[src/hw/rtl/wspf_pkg.sv]
// Package for the wheel speed frame parser.
// Holds frame control codes, sizes and shared types; no dependencies.
`default_nettype none

package wspf_pkg;

    localparam int KEPT_BYTES  = 9;
    localparam int SPEED_W     = 17;
    localparam int NUM_SPEEDS  = 4;
    localparam int OUT_DATA_W  = 72;

    localparam logic [7:0] CH_CLOSE  = 8'h3B;
    localparam logic [7:0] CH_ABORT  = 8'h25;
    localparam logic [7:0] CH_OPEN_A = 8'h2A;
    localparam logic [7:0] CH_OPEN_B = 8'h23;

    localparam logic [16:0] SIGN_OFFSET = 17'd65535;

    localparam logic [7:0]  WHEEL_CODE_RST = 8'd1;
    localparam logic [15:0] THRESH_RST     = 16'd20000;

    typedef enum logic {
        ACT_BYTE = 1'b0,
        ACT_IDLE = 1'b1
    } action_t;

    typedef enum logic {
        REG_WHEEL_CODE = 1'b0,
        REG_THRESHOLD  = 1'b1
    } cfg_index_t;

    typedef struct packed {
        logic clear;
        logic store;
    } cell_ctrl_t;

endpackage

`default_nettype wire

[src/hw/rtl/wheel_speed_frame_parser.sv]
// Top level of the wheel speed frame parser: cell chain, decode, output register.
// Depends on wspf_pkg, wspf_cell and wspf_speed.
//
// Usage:
//   s_ channel carries one transaction per received byte (s_tuser = 0) or
//   line-idle event (s_tuser = 1). '*' or '#' opens a frame; the type byte
//   and eight payload bytes are kept in a chain of nine byte cells, later
//   bytes are dropped. ';' closes the frame and, if the type byte matches
//   wheel_type_code, one m_ transaction carries four signed 17-bit speeds.
//   '%' aborts. After ';' or '%' bytes are ignored until the next idle event.
//   A result appears in the cycle after the closing byte is accepted.
//   Throughput: one input transaction per cycle while s_tready is high; the
//   speed decode is combinational on the cell outputs and the result
//   register loads at the edge that accepts the closing byte.
//   When the receiver stalls with a result held, s_tready follows m_tready,
//   so at most one result waits and none is lost.
//   Reset (aresetn low, synchronous) clears the buffer and frame state and
//   loads wheel_type_code = 1, sign_threshold = 20000. Configuration writes
//   (cfg_wr_en, cfg_index, cfg_data) take effect at the next edge.
`default_nettype none

module wheel_speed_frame_parser (
    input  wire         aclk,
    input  wire         aresetn,
    input  wire         cfg_wr_en,
    input  wire         cfg_index,
    input  wire  [15:0] cfg_data,
    input  wire         s_tvalid,
    output logic        s_tready,
    input  wire  [7:0]  s_tdata,   // [7:0] rx_byte
    input  wire         s_tuser,   // [0] action
    output logic        m_tvalid,
    input  wire         m_tready,
    // [16:0] speed_one, [33:17] speed_two, [50:34] speed_three,
    // [67:51] speed_four, [71:68] zero
    output logic [71:0] m_tdata
);
    import wspf_pkg::*;

    logic [7:0]  wheel_code_reg;
    logic [15:0] threshold_reg;
    logic        in_frame_reg;
    logic        in_frame_next;
    logic        skip_reg;
    logic        skip_next;
    logic        out_valid_reg;
    logic        out_valid_next;
    logic [NUM_SPEEDS*SPEED_W-1:0] out_data_reg;
    logic [NUM_SPEEDS*SPEED_W-1:0] out_data_next;

    logic        s_accept;
    logic        live_byte;
    logic        is_close;
    logic        is_abort;
    logic        is_open;
    logic        emit;
    cell_ctrl_t  ctrl;

    logic [7:0]            cell_byte   [KEPT_BYTES];
    logic [KEPT_BYTES-1:0] cell_filled;
    logic [KEPT_BYTES:0]   chain_filled;
    logic [SPEED_W-1:0]    speed       [NUM_SPEEDS];

    assign s_tready  = !out_valid_reg || m_tready;
    assign s_accept  = s_tvalid && s_tready;
    assign live_byte = s_accept && (action_t'(s_tuser) == ACT_BYTE) && !skip_reg;
    assign is_close  = s_tdata == CH_CLOSE;
    assign is_abort  = s_tdata == CH_ABORT;
    assign is_open   = (s_tdata == CH_OPEN_A) || (s_tdata == CH_OPEN_B);

    assign ctrl.clear = live_byte && (is_close || is_abort);
    assign ctrl.store = live_byte && !is_close && !is_abort && in_frame_reg;

    assign emit = live_byte && is_close && (cell_byte[0] == wheel_code_reg);

    // Cell chain: each cell fills after its left neighbor.
    assign chain_filled[0] = 1'b1;

    for (genvar i = 0; i < KEPT_BYTES; i++) begin : g_cell
        wspf_cell u_cell (
            .aclk        (aclk),
            .aresetn     (aresetn),
            .ctrl        (ctrl),
            .byte_in     (s_tdata),
            .prev_filled (chain_filled[i]),
            .byte_q      (cell_byte[i]),
            .filled_q    (cell_filled[i])
        );
        assign chain_filled[i+1] = cell_filled[i];
    end

    for (genvar k = 0; k < NUM_SPEEDS; k++) begin : g_speed
        wspf_speed u_speed (
            .hi_byte   (cell_byte[2*k+1]),
            .lo_byte   (cell_byte[2*k+2]),
            .threshold (threshold_reg),
            .speed     (speed[k])
        );
    end

    always_comb begin
        in_frame_next = in_frame_reg;
        skip_next     = skip_reg;
        if (s_accept && (action_t'(s_tuser) == ACT_IDLE)) begin
            skip_next = 1'b0;
        end else if (live_byte) begin
            if (is_close || is_abort) begin
                in_frame_next = 1'b0;
                skip_next     = 1'b1;
            end else if (is_open) begin
                in_frame_next = 1'b1;
            end
        end
    end

    always_comb begin
        out_valid_next = out_valid_reg;
        out_data_next  = out_data_reg;
        if (m_tready) begin
            out_valid_next = 1'b0;
        end
        if (emit) begin
            out_valid_next = 1'b1;
            out_data_next  = {speed[3], speed[2], speed[1], speed[0]};
        end
    end

    always_ff @(posedge aclk) begin
        if (!aresetn) begin
            wheel_code_reg <= WHEEL_CODE_RST;
            threshold_reg  <= THRESH_RST;
        end else if (cfg_wr_en) begin
            unique case (cfg_index_t'(cfg_index))
                REG_WHEEL_CODE: wheel_code_reg <= cfg_data[7:0];
                REG_THRESHOLD:  threshold_reg  <= cfg_data;
                default:        threshold_reg  <= threshold_reg;
            endcase
        end
    end

    always_ff @(posedge aclk) begin
        if (!aresetn) begin
            in_frame_reg  <= 1'b0;
            skip_reg      <= 1'b0;
            out_valid_reg <= 1'b0;
        end else begin
            in_frame_reg  <= in_frame_next;
            skip_reg      <= skip_next;
            out_valid_reg <= out_valid_next;
        end
    end

    always_ff @(posedge aclk) begin
        out_data_reg <= out_data_next;
    end

    assign m_tvalid = out_valid_reg;
    assign m_tdata  = {{(OUT_DATA_W - NUM_SPEEDS*SPEED_W){1'b0}}, out_data_reg};

`ifndef NO_ASSERTIONS
    a_fill_contiguous: assert property (@(posedge aclk) disable iff (!aresetn)
        ((cell_filled >> 1) & ~cell_filled) == '0)
        else $error("cell chain filled out of order");

    a_clear_empties: assert property (@(posedge aclk) disable iff (!aresetn)
        ctrl.clear |=> (cell_filled == '0) && !in_frame_reg && skip_reg)
        else $error("frame not cleared after close or abort");

    a_result_source: assert property (@(posedge aclk) disable iff (!aresetn)
        $rose(m_tvalid) |-> $past(s_accept) && $past(s_tdata) == CH_CLOSE)
        else $error("result without a closing byte");

    a_no_store_skip: assert property (@(posedge aclk) disable iff (!aresetn)
        skip_reg |-> !ctrl.store)
        else $error("byte stored while skipping to idle");
`endif

endmodule

`default_nettype wire

[src/hw/rtl/wspf_cell.sv]
// One byte cell of the frame buffer chain.
// Takes the byte when its neighbor is filled and it is not; uses wspf_pkg.
`default_nettype none

module wspf_cell (
    input  wire                  aclk,
    input  wire                  aresetn,
    input  wspf_pkg::cell_ctrl_t ctrl,
    input  wire  [7:0]           byte_in,
    input  wire                  prev_filled,
    output logic [7:0]           byte_q,
    output logic                 filled_q
);
    import wspf_pkg::*;

    logic [7:0] byte_reg;
    logic [7:0] byte_next;
    logic       filled_reg;
    logic       filled_next;
    logic       take;

    assign take = ctrl.store && prev_filled && !filled_reg;

    always_comb begin
        byte_next   = byte_reg;
        filled_next = filled_reg;
        if (ctrl.clear) begin
            byte_next   = 8'd0;
            filled_next = 1'b0;
        end else if (take) begin
            byte_next   = byte_in;
            filled_next = 1'b1;
        end
    end

    always_ff @(posedge aclk) begin
        if (!aresetn) begin
            byte_reg   <= 8'd0;
            filled_reg <= 1'b0;
        end else begin
            byte_reg   <= byte_next;
            filled_reg <= filled_next;
        end
    end

    assign byte_q   = byte_reg;
    assign filled_q = filled_reg;

endmodule

`default_nettype wire

[src/hw/rtl/wspf_speed.sv]
// Speed decode: big-endian 16-bit raw value, wrapped negative above threshold.
// Combinational; uses wspf_pkg.
`default_nettype none

module wspf_speed (
    input  wire  [7:0]                      hi_byte,
    input  wire  [7:0]                      lo_byte,
    input  wire  [15:0]                     threshold,
    output logic [wspf_pkg::SPEED_W-1:0]    speed
);
    import wspf_pkg::*;

    logic [15:0] raw;

    assign raw = {hi_byte, lo_byte};

    always_comb begin
        if (raw > threshold) begin
            speed = {1'b0, raw} - SIGN_OFFSET;
        end else begin
            speed = {1'b0, raw};
        end
    end

endmodule

`default_nettype wire

[config.mk]
export PLATFORM = sky130hd
export DESIGN_NAME = wheel_speed_frame_parser
export DESIGN_NICKNAME = d
export VERILOG_FILES = /design/src/hw/rtl/wspf_pkg.sv /design/src/hw/rtl/wheel_speed_frame_parser.sv /design/src/hw/rtl/wspf_cell.sv /design/src/hw/rtl/wspf_speed.sv
export SDC_FILE = /design/constraint.sdc
export NUM_CORES = 1
export LEC_CHECK = 0
export BUFFER_PORTS_ARGS = -buffer_cell sky130_fd_sc_hd__buf_2
export CAP_MARGIN = 25
export CORE_MARGIN = 2
export CORE_UTILIZATION = 53
export CTS_CLUSTER_DIAMETER = 50
export CTS_CLUSTER_SIZE = 12
export DETAILED_ROUTE_END_ITERATION = 7
export GPL_ROUTABILITY_DRIVEN = 0
export HOLD_SLACK_MARGIN = 0.15
export PLACE_DENSITY = 0.84
export SKIP_CTS_REPAIR_TIMING = 1
export SYNTH_ARGS = -nofsm -noshare
export SYNTH_HDL_FRONTEND = slang
export SYNTH_SLANG_ARGS = --single-unit
[constraint.sdc]
create_clock -name aclk -period 3.1 [get_ports aclk]
set_input_delay 0.31 -clock aclk [delete_from_list [all_inputs] [get_ports aclk]]
set_output_delay 0.31 -clock aclk [all_outputs]
set_load 0.1 [all_outputs]
==> results of run 1 <==
[layer usage]
layer / GRT usage / vias to the layer above / share of wire
met2: 0.3695 / 217 / 0.47
met5: 0 / - / 0
met3: 0.03817 / 48 / 0.054
met1: 0.2998 / 3195 / 0.44
li1: - / 3292 / -
met4: 0.08865 / 0 / 0.028
[power by group]
part / internal (uW) / total (uW) / switching, uW
logic: 68.9 / 234 / 165
registers: 2400 / 2410 / 8.99
clock network: 1430 / 2290 / 859
total: 3900 / 4930 / 1030
[final timing paths]
kind / startpoint / to
max: threshold_reg[7]$_SDFFE_PN0P_ / out_data_reg[42]$_DFFE_PP_
min: cfg_data[3] / wheel_code_reg[3]$_SDFFE_PN0P_
max reg2reg: threshold_reg[7]$_SDFFE_PN0P_ / out_data_reg[42]$_DFFE_PP_
min reg2reg: threshold_reg[1]$_SDFFE_PN0P_ / threshold_reg[1]$_SDFFE_PN0P_
[Yosys cell counts, types with 2 or more instances]
master	n	area [um^2]
a211oi_1	4	30.03
xnor2_1	41	359.1
and2_1	4	25.02
nor3_1	16	80.08
buf_4	11	82.58
mux2_2	3	33.78
dfxtp_1	108	2162
a21oi_1	39	195.2
o221ai_1	5	43.79
nand4_1	25	156.4
a21boi_0	20	150.1
nand2_1	95	356.6
a21o_1	2	15.01
xor2_1	28	245.2
and4_1	5	43.79
inv_1	32	120.1
clkbuf_1	20	75.07
nand3_1	28	140.1
o21ba_2	2	20.02
and3_1	14	87.58
nand2b_1	7	43.79
and4b_1	2	20.02
ha_1	68	850.8
o21ai_0	12	60.06
buf_6	3	33.78
buf_2	7	35.03
nor4_1	5	31.28
a221o_1	2	20.02
nor3b_1	11	82.58
o211ai_1	5	37.54
edfxtp_1	68	2042
o21a_1	3	22.52
nor2b_1	3	18.77
mux2i_1	64	640.6
nor2_1	100	375.4
buf_1	3	11.26
[cell type report]
type,instances,area [um^2]
Fill cell,1291,6255
Multi-Input combinational cell,634,4385
Sequential cell,176,4205
Timing Repair Buffer,116,650.6
Clock buffer,22,444.2
Tap cell,220,275.3
Clock inverter,10,185.2
Inverter,32,123.9
[logic make-up (layout without fill, tap and decap cells)]
group	count (synthesis)	after routing	share of synthesized area
compound gates	103	103	0.07654
mux	68	68	0.07681
fa+ha+maj	68	68	0.09532
other cells	1	4	0.0004201
flops	176	176	0.4710
buf+inv	76	180	0.04009
simple gates	322	322	0.1721
xor+xnor	69	69	0.06770
[critical path, stage by stage (launching register included)]
cell	delay, ns
dfxtp_1	0.33
inv_1	0.14
ha_1	0.38
nand4_1	0.16
a211oi_1	0.21
o21ai_0	0.15
a21oi_2	0.59
nand3_1	0.21
xnor2_1	0.19
[stage by stage]
step           hold slack, ns  std cells    util  setup slack, ns
2_1_floorplan          0.4340        886       -          0.06922
3_3_place_gp           0.4516       1176  0.5822           0.5892
3_5_place_dp           0.4581       1176  0.5822           0.5229
4_1_cts                0.1162       1208  0.6203           0.5119
5_1_grt                0.1579       1210  0.6215           0.3599
6_report               0.1384       1210  0.6215           0.4877
==> flow_summary.json, run 1 <==
{
  "num_antenna_cells": 0,
  "yosysSeqAreaShare": 0.4710,
  "rsz0062_at_grt": "false",
  "ys_ff_latch": 176,
  "port_buffers": 100,
  "placed_cell_area_um2": 9620,
  "hold_class": "input port to register",
  "grt_pass1_vias": 6180,
  "leakagePower_uw": 0.004107,
  "syn2layout_area_growth_pct": 15.05,
  "die_width_um": 133.8,
  "avgViaCountPerCell": 5.580,
  "ys_warn_count": 0,
  "htreeDepth": 4,
  "relSlewSlack": 0.4596,
  "wirelength_um": 20020,
  "drive_gt1_frac": 0.1586,
  "nets": 1076,
  "antenna_found_initial": 0,
  "stdcell_area_um2": 10270,
  "finalSetupTns_ns": 0,
  "final_common_cell": "dfxtp_1",
  "cts.sinks": 176,
  "cts_buffers": 17,
  "finalPower_uw": 4931,
  "setup_viol_count_final": 0,
  "ctsLongestPathBuffers": 2,
  "clk_latency_ns": 0.43,
  "cts_tree": "yes",
  "worst-path-max-fanout": 17,
  "critPathLaunchType": "register",
  "final_cell_mix": "dfxtp_1, nor2_1, buf_2, nand2_1",
  "rows": 47,
  "final-max-slew-violation-count": 0,
  "critPathArrivalTime_ns": 2.78,
  "finalCritPeriodShare": 0.8427,
  "r2r_slack_ns": 0.49,
  "drt_iter0_drc": 420,
  "status": "completed",
  "detail-route-antenna-nets": 0,
  "crit_type": "register to register",
  "finalHoldViolations": 0,
  "period_minus_slack_ns": 2.612,
  "clock_skew_ns": 0.007762,
  "hold_depth": 3,
  "die_area_um2": 17900,
  "syn_avg_cell_area_um2": 10.11,
  "drc_errors": 0,
  "dpl.hpwl_um": 13770,
  "first_pass_iters": 5,
  "drv_cap": 0,
  "die_y_um": 133.8,
  "worst_slew_pin_slew_ns": 0.8106,
  "cp.required_ns": 3.27,
  "grt_usage": 0.2255,
  "async_flop_share": 0,
  "routedWlPerCell_um": 16.55,
  "core_um2": 16520,
  "pin_count": 105,
  "crit_path_end_kind": "register",
  "initial_core_util": 0.5402,
  "timing.fmax_mhz": 382.8,
  "largest_reg_flops": 72,
  "synth_cell_types": 54,
  "vias": 6752,
  "grt_pass1_wl_um": 31550,
  "synthFlopType": "dfxtp_1",
  "synth_edf_count": 68,
  "clkTransAtPathRegs_ns": 0.06,
  "rr_worst_depth": 8,
  "grt-ovfl-total": 0,
  "synth_area_um2": 8926,
  "grt_start_max_net_pins": 83,
  "max-vdd-ir-drop_v": 0.0003854,
  "clockRootBuffer": "clkbuf_16",
  "syn_inst": 883,
  "power_density_nw_per_um2": 480.2
}
Power figures use the tool's default switching activity.
==> run 2: changes to the inputs <==
--- a/config.mk
+++ b/config.mk
@@ -5,16 +5,17 @@
 export SDC_FILE = /design/constraint.sdc
 export NUM_CORES = 1
 export LEC_CHECK = 0
+export ABC_AREA = 1
 export BUFFER_PORTS_ARGS = -buffer_cell sky130_fd_sc_hd__buf_2
 export CAP_MARGIN = 25
 export CORE_MARGIN = 2
-export CORE_UTILIZATION = 53
+export CORE_UTILIZATION = 54
 export CTS_CLUSTER_DIAMETER = 50
 export CTS_CLUSTER_SIZE = 12
 export DETAILED_ROUTE_END_ITERATION = 7
 export GPL_ROUTABILITY_DRIVEN = 0
 export HOLD_SLACK_MARGIN = 0.15
-export PLACE_DENSITY = 0.84
+export PLACE_DENSITY = 0.85
 export SKIP_CTS_REPAIR_TIMING = 1
 export SYNTH_ARGS = -nofsm -noshare
 export SYNTH_HDL_FRONTEND = slang
==> constraint.sdc (replaced) <==
create_clock -name aclk -period 2.38 [get_ports aclk]
set_input_delay 0.238 -clock aclk [delete_from_list [all_inputs] [get_ports aclk]]
set_output_delay 0.238 -clock aclk [all_outputs]
set_load 0.1 [all_outputs]
==> run 2 against run 1 <==
Compared with the run above: global-route usage is 3.5 points higher; synthesized cell count is 57% higher; area after synthesis rose by 17%; die area is 15% higher; routed wire length grew 33%; register-to-register slack got worse by 0.32 ns; worst setup slack got worse by 0.32 ns; count of clock-buffer cells in the layout is 2 higher; clock skew increased by 0.0068 ns.
==> flow_summary.json, run 2 <==
{
  "synthFlopType": "dfxtp_1",
  "ys_warn_count": 0,
  "period_minus_slack_ns": 2.210,
  "drive_gt1_frac": 0.1241,
  "worst_slew_pin_slew_ns": 0.4933,
  "synth_area_um2": 10470,
  "cts_buffers": 17,
  "critPathLaunchType": "register",
  "hold_depth": 4,
  "final_cell_mix": "nand2_1, nor2_1, inv_1, dfxtp_1, nand3_1",
  "synthXorXnorAreaFrac": 0.04432,
  "clk_latency_ns": 0.45,
  "grt_start_max_net_pins": 69,
  "finalPower_uw": 6465,
  "critPathArrivalTime_ns": 2.39,
  "synth_top_cells_by_area": "dfxtp_1, edfxtp_1, nand2_1",
  "drt_iter0_drc": 1153,
  "timing.fmax_mhz": 452.6,
  "largest_reg_flops": 72,
  "first_pass_iters": 6,
  "p_seq_frac": 0.486,
  "dpl.hpwl_um": 18590,
  "core_um2": 18890,
  "yosys.area_share.simple": 0.3444,
  "wirelength_um": 26640,
  "p_sw_uw": 1481,
  "crit_type": "register to register",
  "status": "completed",
  "grt_pass1_vias": 8675,
  "num_antenna_cells": 0,
  "synth_cell_types": 37,
  "worst-path-max-fanout": 17,
  "ctsLongestPathBuffers": 2,
  "vias": 9588,
  "rows": 50,
  "die_y_um": 143.3,
  "yosysTopAreaCell": "dfxtp_1",
  "synth_edf_count": 68,
  "yosysMostFrequentCell": "nand2_1",
  "switching_share": 0.2291,
  "internal_power_uw": 4984,
  "ys_ff_latch": 176,
  "nets": 1594,
  "detail-route-antenna-nets": 0,
  "dp_slack_ns": 0.2223,
  "layout.filler_cells": 1627,
  "routedWlPerCell_um": 15.08,
  "grt_usage": 0.2610,
  "finalCritPeriodShare": 0.9284,
  "rsz0062_at_grt": "false",
  "pin_count": 105,
  "final_common_cell": "nand2_1",
  "clockRootBuffer": "clkbuf_16",
  "synthMuxAreaShare": 0,
  "max-vdd-ir-drop_v": 0.0005474,
  "stdcell_area_um2": 11900,
  "synthAdderAreaFrac": 0.08123,
  "placed_cell_area_um2": 11140,
  "cp.required_ns": 2.56,
  "cts.sinks": 176,
  "leakagePower_uw": 0.005791,
  "pwr-share-clk": 0.452,
  "drc_errors": 0,
  "yosysSeqAreaShare": 0.4014,
  "syn_avg_cell_area_um2": 7.551,
  "final_core_util": 0.6299,
  "ys_top_cells_by_count": "nand2_1, nor2_1, inv_1",
  "clock_skew_ns": 0.01460,
  "initial_core_util": 0.5544,
  "relSlewSlack": 0.6676,
  "power_density_nw_per_um2": 543.3,
  "hold_class": "input port to register",
  "grt-ovfl-total": 0,
  "finalSetupTns_ns": 0,
  "die_width_um": 143.3,
  "die_area_um2": 20530,
  "setup_viol_count_final": 0,
  "drv_cap": 0,
  "rr_worst_depth": 7,
  "crit_path_end_kind": "register",
  "antenna_found_initial": 0,
  "grt_pass1_wl_um": 42080,
  "synth_compound_area_frac": 0.04324,
  "finalHoldViolations": 0,
  "syn2layout_area_growth_pct": 13.62,
  "cts_tree": "yes",
  "clkTransAtPathRegs_ns": 0.07,
  "htreeDepth": 4,
  "port_buffers": 100,
  "synth_top_family_by_area": "simple AND/OR/NAND/NOR gates",
  "worst_slack_ns": 0.1704,
  "synth_top_area_share": 0.2064,
  "async_flop_share": 0,
  "combPwrFrac": 0.062,
  "avgViaCountPerCell": 5.426,
  "syn_inst": 1387,
  "final-max-slew-violation-count": 0
}
## run 2: final timing paths
kind	start	end	slack, ns
max reg2reg	threshold_reg[15]$_SDFFE_PN0P_	out_data_reg[50]$_SDFFCE_PP0P_	0.17
min reg2reg	g_cell[8].u_cell.filled_q$_SDFFE_PP0P_	g_cell[8].u_cell.filled_q$_SDFFE_PP0P_	0.46
max	threshold_reg[15]$_SDFFE_PN0P_	out_data_reg[50]$_SDFFCE_PP0P_	0.17
min	m_tready	m_tvalid$_SDFFE_PN0P_	0.14
## run 2: kinds of logic after synthesis
group	after synthesis
xor+xnor	53
flops	176
other cells	1
buf+inv	180
fa+ha+maj	68
simple gates	825
compound gates	84
## run 2: critical path, stage by stage, from the launching register on
cell and delay [ns]:
dfxtp_1 0.31, inv_1 0.11, ha_1 0.32, nand2_1 0.08
nor3_1 0.32, nand4_2 0.34, nand2_2 0.38, nor2_1 0.08
## run 2: per-stage QoR
| stage | hold WS (ns) | std cells |
|---|---|---|
| finish | 0.1434 | 1767 |
| global route | 0.1874 | 1767 |
| global placement | 0.4384 | 1721 |
| detailed placement | 0.4437 | 1721 |
| CTS | 0.04492 | 1752 |
| floorplan | 0.3643 | 1390 |
## run 2: area by class of cell
class,instances,area [um^2],area share
Timing Repair Buffer,134,830.8,0.06981
Tap cell,260,325.3,0.02734
Inverter,132,500.5,0.04206
Sequential cell,176,4208,0.3536
Clock buffer,24,515.5,0.04332
Clock inverter,7,97.59,0.008201
Multi-Input combinational cell,1034,5423,0.4557
## run 2: power by group through the flow
stage	Combinational, uW	Clock, uW	Sequential [uW]
3_3_place_gp	360	0	3210
5_1_grt	439	3050	3140
3_5_place_dp	373	0	3210
6_report	404	2920	3140
2_1_floorplan	265	0	3210
4_1_cts	375	2920	3140
## run 2: per-layer routing
metal / routed length, um / global-route usage / up-vias
li1: - / - / 4666
met2: 12200 / 0.4100 / 508
met5: 0 / 0 / -
met1: 10930 / 0.3488 / 4318
met4: 1051 / 0.1259 / 0
met3: 2458 / 0.04628 / 96
